--- src/hdl/oaht_ram.sv ---
// Generic simple dual-port RAM with one write port and a registered read port.
`default_nettype none

module oaht_ram #(
	parameter int WIDTH = 8,
	parameter int DEPTH = 16
) (
	input wire logic clk,
	input wire logic we,
	input wire logic [$clog2(DEPTH)-1:0] waddr,
	input wire logic [WIDTH-1:0] wdata,
	input wire logic [$clog2(DEPTH)-1:0] raddr,
	output logic [WIDTH-1:0] rdata
);

	logic [WIDTH-1:0] mem [DEPTH];
	logic [WIDTH-1:0] rdata_q;

	always_ff @(posedge clk) begin
		if (we) begin
			mem[waddr] <= wdata;
		end
		rdata_q <= mem[raddr];
	end

	assign rdata = rdata_q;

endmodule

`default_nettype wire

--- config.mk ---
export PLATFORM = sky130hd
export DESIGN_NAME = oaht_ram
export DESIGN_NICKNAME = d
export VERILOG_FILES = /design/src/hdl/oaht_ram.sv
export SDC_FILE = /design/constraint.sdc
export NUM_CORES = 1
export LEC_CHECK = 0
export BUFFER_PORTS_ARGS = -buffer_cell sky130_fd_sc_hd__buf_2
export CAP_MARGIN = 20
export CORE_MARGIN = 2
export CORE_UTILIZATION = 60
export DETAILED_ROUTE_END_ITERATION = 16
export PLACE_DENSITY = 0.82
export SETUP_SLACK_MARGIN = 0.05
export SLEW_MARGIN = 20
export SYNTH_ARGS = -nofsm -noshare
export SYNTH_HDL_FRONTEND = slang
export SYNTH_SLANG_ARGS = --single-unit
--- constraint.sdc ---
create_clock -name clk -period 2.1 [get_ports clk]
set_input_delay 0.105 -clock clk [delete_from_list [all_inputs] [get_ports clk]]
set_output_delay 0.105 -clock clk [all_outputs]
set_load 0.05 [all_outputs]
Word-level counts from Yosys, hierarchy flattened

Memory sizes are Yosys's and may differ from the RTL's. A register that Yosys moved wholly into a read port is not among the register bits.
Cells that the tools add are included.

Register bits: 0
Memory bits (writable): 128
Output and inout port bits: 8
Word-level logic and storage cells: 3
Memories: 1

Multiplexer cells: 2

Memory list:

| memory | depth | bits a word | rd ports | clocked after memory_dff | wr ports | line | text |
|---|---|---|---|---|---|---|---|
| mem    | 16    | 8           | 1        | 1                        | 1        | 16   | `logic [WIDTH-1:0] mem [DEPTH];` |

Operator list:

| operator | number |
|---|---|
| $mux 1   | 2 |

Longest topological paths before layout

Gate-level depths: netlist (run 1).

Depth after elaboration: 2
Depth in mapped cells: 5
Mapped depth without buffers: 3

Worst setup path after synthesis (run 1)

No wires, ideal clock.

Path kind: input-to-reg
From: input port waddr[2]
To: memory mem[0][0], enable pin
Setup time: 383 ps
Data arrival time: 1215 ps
Data required time: 1717 ps
Slack: 502 ps
Stages on the path: 2
Path buffers: 0
Cells stage by stage: or3b_2 nor3_1

RTL lines:

| item               | line | text |
|---|---|---|
| start: declaration | 10   | `input wire logic [$clog2(DEPTH)-1:0] waddr,` |
| end: declaration   | 16   |  |

No word-level cell before the write port.

==> flow_metrics.env, run 1 <==
export IMPL_outcome="finished, final reports clean"
export IMPL_postSynthCellCount=229
export IMPL_hold_violations=0
export IMPL_cts_root_buf="clkbuf_8"
export IMPL_switching_share=0.225
export IMPL_clock_sinks=136
export IMPL_peakVddDrop_mv=0.556
export IMPL_clock_fmax_ghz=0.699
export IMPL_grt_start_max_net_pins=33
export IMPL_numPortBuffers=25
export IMPL_drv_slew=0
export IMPL_hpwl_um=6050
export IMPL_gp_congestion=0.733
export IMPL_rows=33
export IMPL_grt_setup_unrepaired="false"
export IMPL_critPathRequiredTime_ns=2.50
export IMPL_vias_per_cell=6.50
export IMPL_drive_gt1_frac=0.314
export IMPL_cts_resized=0
export IMPL_cts_tree="yes"
export IMPL_route_detailed_drc=0
export IMPL_path_clk_slew_ns=0.07
export IMPL_layout_cells_non_filler=408
export IMPL_setup_viol=0
export IMPL_intPower_mw=4.91
export IMPL_p_leak_nw=2.11
export IMPL_postLayoutSetupSlackWorst_ns=0.669
export IMPL_grt_pass1_vias=2767
export IMPL_share_seq_of_total_power=0.482
export IMPL_antenna_left=0
export IMPL_netlist_area_um2=5150
export IMPL_start_util=0.623
export IMPL_clock_latency_ns=0.52
export IMPL_start_kind="register"
export IMPL_area_delta_synth_final_pct=19.3
export IMPL_grt_usage=0.251
export IMPL_place_ws_ns=0.476
export IMPL_fin_nets=308
export IMPL_fin_util=0.744
export IMPL_core_area_um2=8260
export IMPL_min_period_over_period=0.681
export IMPL_clock_skew_ns=0.0116
export IMPL_ys_seq_area_frac=0.778
export IMPL_die_area_um2=9340
export IMPL_post_cts_setup_buffers=0
export IMPL_cp_max_fo=1
export IMPL_overflow=0
export IMPL_dieHeight_um=96.6
export IMPL_syn_num_nets=247
export IMPL_synth_ff_latch_count=136
export IMPL_cellPowerDensity_nw_per_um2=1030
export IMPL_cts_max_level=4
export IMPL_antenna_found_initial=0
export IMPL_min_path_type="input pin to register"
export IMPL_worstSetupPathType="register to register"
export IMPL_pin_count=26
export IMPL_tns_ns=0
export IMPL_num_antenna_cells=0
export IMPL_synth_area_per_cell_um2=22.5
export IMPL_tightest_slew_ns=0.735
export IMPL_endpoint_kind="register"
export IMPL_cts_buffer_depth=2
export IMPL_grt_first_pass_wirelength_um=16700
export IMPL_placed_cell_area_um2=5470
export IMPL_final_area_um2=6140
export IMPL_finalWirelength_um=10800
export IMPL_ys_types=19
export IMPL_cap_violations=0
export IMPL_relSlewSlack=0.509
export IMPL_firstDrtPassIters=5
export IMPL_pwr_share_clk=0.461
export IMPL_period_minus_slack_ns=1.43
export IMPL_postCtsHoldBufs=8
export IMPL_yosys_warnings=0
export IMPL_num_vias=2651
export IMPL_crit_arrival_ns=1.83
export IMPL_cts_made_buffers=17
export IMPL_place_inst=368
export IMPL_p_sw_mw=1.42
export IMPL_die_w_um=96.6
export IMPL_combPwrFrac=0.057
export IMPL_wire_per_inst_um=26.6
export IMPL_dr_first_iter_drc_count=354
-- cells in the final DEF (no fill, tap or decap), drive strengths merged --
cell type | synthesis | routed
a22oi | 16 | 16
and2 | 1 | 1
and2b | 1 | 1
buf | 7 | 44
bufinv | 0 | 2
clkbuf | 0 | 18
clkinv | 0 | 2
clkinvlp | 0 | 4
dfxtp | 8 | 8
dlygate4sd3 | 0 | 8
edfxtp | 128 | 128
inv | 0 | 6
mux4 | 32 | 32
nand2 | 9 | 9
nand2b | 2 | 2
nand3 | 1 | 1
nand3b | 2 | 2
nor2 | 13 | 13
nor2b | 1 | 1
nor3 | 4 | 4
or3b | 1 | 1
-- critical path: stages, from the launching register on --
cell and delay (ns):
edfxtp_1 0.40, mux4_1 0.52, a22oi_1 0.31, nand2_1 0.08
-- cells in the mapped netlist --
cell / instances / area (µm²)
buf_6: 3 / 33.8
nand3_1: 1 / 5.00
nor2_1: 13 / 48.8
dfxtp_1: 8 / 160
nand2_1: 9 / 33.8
mux4_2: 18 / 405
and2b_1: 1 / 7.51
clkdlybuf4s25_2: 3 / 30.0
buf_4: 1 / 7.51
a22oi_1: 16 / 120
or3b_2: 1 / 8.76
edfxtp_1: 128 / 3840
buf_2: 3 / 15.0
nor2b_1: 1 / 6.26
nand2b_1: 2 / 12.5
and2_1: 1 / 6.26
mux4_1: 14 / 368
nor3_1: 4 / 20.0
nand3b_1: 2 / 15.0
-- area by class of cell --
type	instances	area [µm²]
Sequential cell	136	4000
Timing Repair Buffer	52	360
Multi-Input combinational cell	83	1060
Tap cell	105	131
Fill cell	447	2120
Clock buffer	18	428
Clock inverter	14	160
-- metrics by stage --
stage	power, mW	hold slack, ns
finish	6.33	0.161
detailed placement	3.45	0.511
global placement	3.44	0.494
floorplan	3.32	0.204
global route	6.52	0.162
CTS	6.36	0.145
-- sequential cells by signal, indices dropped and copies added (netlist names) --
signal and count:
rdata 8, mem 128
-- power groups by stage --
| stage | clock network, mW | registers [mW] | logic (mW) |
|---|---|---|---|
| 3_3_place_gp | 0 | 3.11 | 0.329 |
| 3_5_place_dp | 0 | 3.11 | 0.341 |
| 5_1_grt | 3.08 | 3.06 | 0.380 |
| 4_1_cts | 2.95 | 3.05 | 0.359 |
| 2_1_floorplan | 0 | 3.17 | 0.154 |
| 6_report | 2.92 | 3.05 | 0.360 |
-- kinds of logic (layout without fill, tap and decap cells) --
kind of cell,count (synthesis),in the layout,synth area share
AOI/OAI and AO/OA,16,16,0.0233
buffers and inverters,10,84,0.0168
DFF,136,136,0.778
muxes,32,32,0.150
and+or+nand+nor,35,35,0.0318
-- worst paths after layout --
kind	start	to	slack, ns	depth (start not counted)
setup / recovery	mem[0][0]	rdata[0]	0.67	3
hold / removal	raddr[3]	rdata[1]	0.16	4
setup reg to reg	mem[0][0]	rdata[0]	0.67	3
hold reg to reg	mem[14][0]	rdata[0]	0.67	3
-- layer usage --
metal	share of wire	routed length, µm	track usage	vias to the layer above
met4	0.027	293	0.106	0
li1	-	-	-	1100
met1	0.41	4390	0.357	1352
met2	0.48	5170	0.374	173
met5	0	0	0	-
met3	0.091	987	0.0694	26
No activity file was read; power rests on OpenSTA's default activity.
==> inputs of run 2 (changes only) <==
--- a/config.mk
+++ b/config.mk
@@ -5,12 +5,13 @@
 export SDC_FILE = /design/constraint.sdc
 export NUM_CORES = 1
 export LEC_CHECK = 0
+export ABC_AREA = 1
 export BUFFER_PORTS_ARGS = -buffer_cell sky130_fd_sc_hd__buf_2
 export CAP_MARGIN = 20
 export CORE_MARGIN = 2
-export CORE_UTILIZATION = 60
+export CORE_UTILIZATION = 55
 export DETAILED_ROUTE_END_ITERATION = 16
-export PLACE_DENSITY = 0.82
+export PLACE_DENSITY = 0.79
 export SETUP_SLACK_MARGIN = 0.05
 export SLEW_MARGIN = 20
 export SYNTH_ARGS = -nofsm -noshare
==> constraint.sdc (replaced) <==
create_clock -name clk -period 1.2 [get_ports clk]
set_input_delay 0.06 -clock clk [delete_from_list [all_inputs] [get_ports clk]]
set_output_delay 0.06 -clock clk [all_outputs]
set_load 0.05 [all_outputs]
==> flow_metrics.env, run 2 <==
export IMPL_postSynthCellCount=551
export IMPL_antenna_found_initial=0
export IMPL_core_area_um2=10200
export IMPL_die_area_um2=11300
export IMPL_placed_cell_area_um2=6130
export IMPL_tns_ns=0
export IMPL_num_antenna_cells=0
export IMPL_dr_first_iter_drc_count=328
export IMPL_place_inst=714
export IMPL_final_common_cell="nand2_1"
export IMPL_min_period_over_period=0.920
export IMPL_worstSetupPathType="register to primary output"
export IMPL_netlist_area_um2=5770
export IMPL_area_delta_synth_final_pct=18.8
export IMPL_clock_skew_ns=0.00497
export IMPL_cts_root_buf="clkbuf_8"
export IMPL_cp_top_family="flip-flops"
export IMPL_p_leak_nw=3.01
export IMPL_setup_viol=0
export IMPL_grt_setup_unrepaired="false"
export IMPL_start_util=0.564
export IMPL_tightest_slew_ns=0.395
export IMPL_drv_slew=0
export IMPL_outcome="finished, final reports clean"
export IMPL_cp_slowest_stage_delay_ns=0.33
export IMPL_cap_violations=0
export IMPL_endpoint_kind="primary output"
export IMPL_yosys_warnings=0
export IMPL_largest_reg_flops=128
export IMPL_min_path_type="input pin to register"
export IMPL_ys_seq_area_frac=0.694
export IMPL_hpwl_um=7990
export IMPL_grt_usage=0.247
export IMPL_path_clk_slew_ns=0.06
export IMPL_synthFlopType="edfxtp_1"
export IMPL_gp_congestion=0.846
export IMPL_final_area_um2=6850
export IMPL_grt_first_pass_wirelength_um=20600
export IMPL_pin_count=26
export IMPL_synth_edff_count=128
export IMPL_clock_fmax_ghz=0.906
export IMPL_num_vias=3969
export IMPL_peakVddDrop_mv=1.17
export IMPL_drive_gt1_frac=0.134
export IMPL_critPathRequiredTime_ns=1.14
export IMPL_max_flop_register="mem"
export IMPL_synth_area_per_cell_um2=10.5
export IMPL_fin_nets=624
export IMPL_period_minus_slack_ns=1.10
export IMPL_layout_common_cells="nand2_1, edfxtp_1, inv_1"
export IMPL_crit_chain="buf_4"
export IMPL_finalWirelength_um=12700
export IMPL_layout_cells_non_filler=755
export IMPL_holdWs_ns=0.0772
export IMPL_die_w_um=106
export IMPL_grt_start_max_net_pins=65
export IMPL_cts_made_buffers=17
export IMPL_overflow=0
export IMPL_yosysTopAreaCellShare=0.667
export IMPL_yosys_top_cells_count="nand2_1, edfxtp_1, inv_1"
export IMPL_cts_max_level=4
export IMPL_synth_most_common_cell="nand2_1"
export IMPL_cp_max_fo=1
export IMPL_route_detailed_drc=0
export IMPL_wire_per_inst_um=16.8
export IMPL_fillers=692
export IMPL_syn_num_nets=569
export IMPL_antenna_left=0
export IMPL_clock_sinks=136
export IMPL_hold_violations=0
export IMPL_yosys_area_top_type="edfxtp_1"
export IMPL_ys_types=12
export IMPL_numPortBuffers=25
export IMPL_cellPowerDensity_nw_per_um2=1670
export IMPL_rows=37
export IMPL_dieHeight_um=106
export IMPL_grt_pass1_vias=4001
export IMPL_cts_tree="yes"
export IMPL_cts_buffer_depth=2
export IMPL_vias_per_cell=5.26
export IMPL_synth_ff_latch_count=136
export IMPL_synthArstFlopShare=0
export IMPL_firstDrtPassIters=5
export IMPL_start_kind="register"
export IMPL_clock_latency_ns=0.52
export IMPL_slowest_stage="dfxtp_1"
export IMPL_critPathBufInv=1
export IMPL_relSlewSlack=0.737
export IMPL_crit_arrival_ns=1.04
export IMPL_synthTopCellsByArea="edfxtp_1, nand2_1, nand3_1"
## run 2: cell types whose count changed after synthesis, moves of 2 or more
cell / before / now
nand2_1: 9 / 173
inv_1: 0 / 100
nand3_1: 1 / 97
mux4_2: 18 / 0
a22oi_1: 16 / 0
mux4_1: 14 / 0
buf_2: 3 / 13
nor2_1: 13 / 17
nor3_1: 4 / 0
buf_4: 1 / 4
buf_6: 3 / 6
clkdlybuf4s25_2: 3 / 0
inv_2: 0 / 2
nand2b_1: 2 / 0
## run 2: cell families (layout without fill, tap and decap cells)
group | after synthesis | in the layout | share of synthesized area
AND/OR/NAND/NOR | 289 | 289 | 0.210
buffers and inverters | 126 | 194 | 0.0952
flip-flops | 136 | 136 | 0.694
## run 2: path summary, 6_finish.rpt
kind                                 end  startpoint  cells after the start  slack [ns]
worst max-delay path            rdata[0]    rdata[0]                      1         0.1
worst min-delay path            rdata[2]    raddr[1]                      6        0.08
worst max register to register  rdata[3]   mem[1][3]                      6        0.12
worst min register to register  rdata[2]  mem[12][2]                      6        0.66
## run 2: metrics by stage
| step | setup slack (ns) | util | power [mW] |
|---|---|---|---|
| finish | 0.0962 | 0.670 | 11.4 |
| CTS | 0.0139 | 0.669 | 11.5 |
| global route | 0.0721 | 0.670 | 11.8 |
| global placement | 0.128 | 0.599 | 6.17 |
| floorplan | 0.189 | - | 5.92 |
| detailed placement | 0.0840 | 0.599 | 6.20 |
## run 2: power by group
part	switching (mW)	total [mW]	internal (mW)
clock network	1.86	5.29	3.43
logic	0.564	0.813	0.249
registers	0.0340	5.35	5.31
total	2.46	11.4	8.99
## run 2: repair_timing
item | 4_1_cts | 5_1_grt
gates cloned | 0 | 0
gates resized for setup | 8 | 2
setup endpoints to repair | 8 | 1
hold buffers | 9 | 0
hold endpoints to repair | 136 | 0
setup buffers | 0 | 0
pin swaps | 0 | 0
## run 2: layout make-up
class                      instances  area (µm²)  share of cell area
clock buffer                      20         435              0.0636
clock inverter                    12         173              0.0252
inverter                         102         383              0.0559
multi-input combinational        289        1210               0.177
sequential                       136        4010               0.585
tap                              136         170              0.0248
timing repair buffer              60         472              0.0688
## run 2: routing by layer
layer	global-route usage	up-vias	share of wire
met3	0.0417	22	0.071
met2	0.400	183	0.50
met1	0.320	1880	0.40
met4	0.130	0	0.024
li1	-	1884	-
met5	0	-	0
==> inputs of run 3 (changes only) <==
--- a/config.mk
+++ b/config.mk
@@ -9,9 +9,10 @@
 export BUFFER_PORTS_ARGS = -buffer_cell sky130_fd_sc_hd__buf_2
 export CAP_MARGIN = 20
 export CORE_MARGIN = 2
-export CORE_UTILIZATION = 55
+export CORE_UTILIZATION = 57
+export CTS_BUF_LIST = sky130_fd_sc_hd__clkbuf_8
 export DETAILED_ROUTE_END_ITERATION = 16
-export PLACE_DENSITY = 0.79
+export PLACE_DENSITY = 0.82
 export SETUP_SLACK_MARGIN = 0.05
 export SLEW_MARGIN = 20
 export SYNTH_ARGS = -nofsm -noshare
==> flow_metrics.env, run 3 (synthesis gave the netlist of run 2 again) <==
export IMPL_die_area_um2=10900
export IMPL_vias_per_cell=5.20
export IMPL_setup_viol=0
export IMPL_dieHeight_um=105
export IMPL_cts_tree="yes"
export IMPL_cp_slowest_stage_delay_ns=0.33
export IMPL_peakVddDrop_mv=0.854
export IMPL_multiInputGateArea_um2=1210
export IMPL_clock_skew_ns=0.0153
export IMPL_cap_violations=0
export IMPL_num_vias=3866
export IMPL_endpoint_kind="primary output"
export IMPL_worstSetupPathType="register to primary output"
export IMPL_tightest_slew_ns=0.386
export IMPL_cts_root_buf="clkbuf_8"
export IMPL_largest_reg_flops=128
export IMPL_hpwl_um=7810
export IMPL_rows=36
export IMPL_tns_ns=0
export IMPL_dr_wl_met3_um=937
export IMPL_outcome="finished, final reports clean"
export IMPL_cp_max_fo=1
export IMPL_wire_per_inst_um=16.6
export IMPL_gp_congestion=0.843
export IMPL_num_antenna_cells=0
export IMPL_clock_sinks=136
export IMPL_final_common_cell="nand2_1"
export IMPL_fillers=774
export IMPL_dr_first_iter_drc_count=365
export IMPL_fin_util=0.664
export IMPL_fin_nets=616
export IMPL_start_util=0.587
export IMPL_holdPathEnd="mem[5][0]"
export IMPL_holdPathStages=1
export IMPL_core_area_um2=9820
export IMPL_reg2reg_from="mem[5][4]"
export IMPL_min_path_type="input pin to register"
export IMPL_cts_max_level=4
export IMPL_pin_count=26
export IMPL_p_leak_nw=2.86
export IMPL_drv_slew=0
export IMPL_critPathRequiredTime_ns=1.14
export IMPL_slowest_stage="dfxtp_1"
export IMPL_finalWirelength_um=12400
export IMPL_drive_gt1_frac=0.136
export IMPL_rr_endpoint="rdata[4]"
export IMPL_crit_arrival_ns=1.03
export IMPL_ff2ff_setup_slack_ns=0.14
export IMPL_max_flop_register="mem"
export IMPL_clock_fmax_ghz=0.921
export IMPL_numPortBuffers=25
export IMPL_seq_area_um2=4000
export IMPL_grt_start_max_net_pins=65
export IMPL_hold_violations=0
export IMPL_relSlewSlack=0.742
export IMPL_layout_common_cells="nand2_1, edfxtp_1, inv_1"
export IMPL_die_w_um=105
export IMPL_reg2reg_depth=6
export IMPL_wl_met1_um=4880
export IMPL_clock_latency_ns=0.43
export IMPL_min_period_over_period=0.905
export IMPL_cts_made_buffers=17
export IMPL_grt_first_pass_wirelength_um=19000
export IMPL_route_detailed_drc=0
export IMPL_cellPowerDensity_nw_per_um2=1460
export IMPL_cp_top_family="flip-flops"
export IMPL_highest_layer="met4"
export IMPL_start_kind="register"
export IMPL_antenna_found_initial=0
export IMPL_min_from="wdata[0]"
export IMPL_antenna_left=0
export IMPL_grt_pass1_vias=3679
export IMPL_path_clk_slew_ns=0.08
export IMPL_grt_usage=0.237
export IMPL_cts_buffer_depth=2
export IMPL_area_delta_synth_final_pct=13.1
export IMPL_firstDrtPassIters=5
export IMPL_crit_chain="buf_2"
export IMPL_met2_length_um=6110
export IMPL_period_minus_slack_ns=1.09
export IMPL_overflow=0
export IMPL_critPathBufInv=1
export IMPL_grt_setup_unrepaired="false"
run 3: changes by cell type in the layout (fill, tap and decap cells not counted), moves of 2 or more:
cell	change
dlygate4sd3_1	-8
clkinvlp_4	+3
buf_4	-6
clkbuf_1	-2
inv_1	+2
buf_2	+6
clkbuf_8	+17
clkbuf_16	-16
bufinv_16	-3
run 3: power by group:
| group | internal (mW) | switching (mW) |
|---|---|---|
| sequential | 5.30 | 0.0365 |
| combinational | 0.219 | 0.558 |
| clock | 1.73 | 1.70 |
| total | 7.25 | 2.30 |
run 3: worst max path at each step:
stage / to / slack [ns] / cells after the start / startpoint
5_1_grt: rdata[4] / 0.07 / 1 / rdata[4]
4_1_cts: rdata[4] / 0.08 / 1 / rdata[4]
2_1_floorplan: mem[10][0] / 0.19 / 2 / waddr[2]
3_3_place_gp: rdata[4] / 0.06 / 8 / raddr[0]
6_report: rdata[3] / 0.11 / 1 / rdata[3]
3_5_place_dp: rdata[4] / 0.01 / 7 / raddr[0]
run 3: what timing repair did:
| action | in CTS | in global routing |
|---|---|---|
| hold buffers | 1 | 0 |
| gates resized for setup | 2 | 0 |
| buffers inserted | 0 | 0 |
| endpoints found under the setup margin | 2 | 0 |
| hold endpoints to repair | 3 | 0 |
run 3: worst register-to-register path, cell delays in order (launching register included):
cell      delay [ns]
edfxtp_1        0.37
inv_1           0.06
nand2_1         0.04
nand3_1         0.11
nand3_1         0.15
nand3_1         0.15
nand2_1         0.08
run 3: metrics by stage:
| stage | setup slack (ns) | cells | hold slack [ns] | area, µm² | power, mW |
|---|---|---|---|---|---|
| after global placement | 0.0558 | 711 | 0.443 | 6140 | 6.19 |
| after detailed placement | 0.0129 | 711 | 0.451 | 6140 | 6.22 |
| after CTS | 0.0756 | 744 | 0.0149 | 6520 | 9.63 |
| final | 0.114 | 744 | 0.0412 | 6520 | 9.55 |
| after global routing | 0.0737 | 744 | 0.0204 | 6520 | 9.88 |
| after floorplan | 0.189 | 551 | 0.159 | 5770 | 5.92 |
run 3: cell type report:
| class | count | area share |
|---|---|---|
| sequential | 136 | 0.614 |
| multi-input combinational | 289 | 0.186 |
| timing repair buffer | 52 | 0.0591 |
| inverter | 102 | 0.0587 |
| clock buffer | 19 | 0.0401 |
| tap | 133 | 0.0255 |
| clock inverter | 13 | 0.0167 |
run 3: routing by layer:
layer / vias up / track usage
met5: - / 0
met4: 0 / 0.126
met3: 31 / 0.0437
met2: 163 / 0.388
met1: 1807 / 0.302
li1: 1865 / -
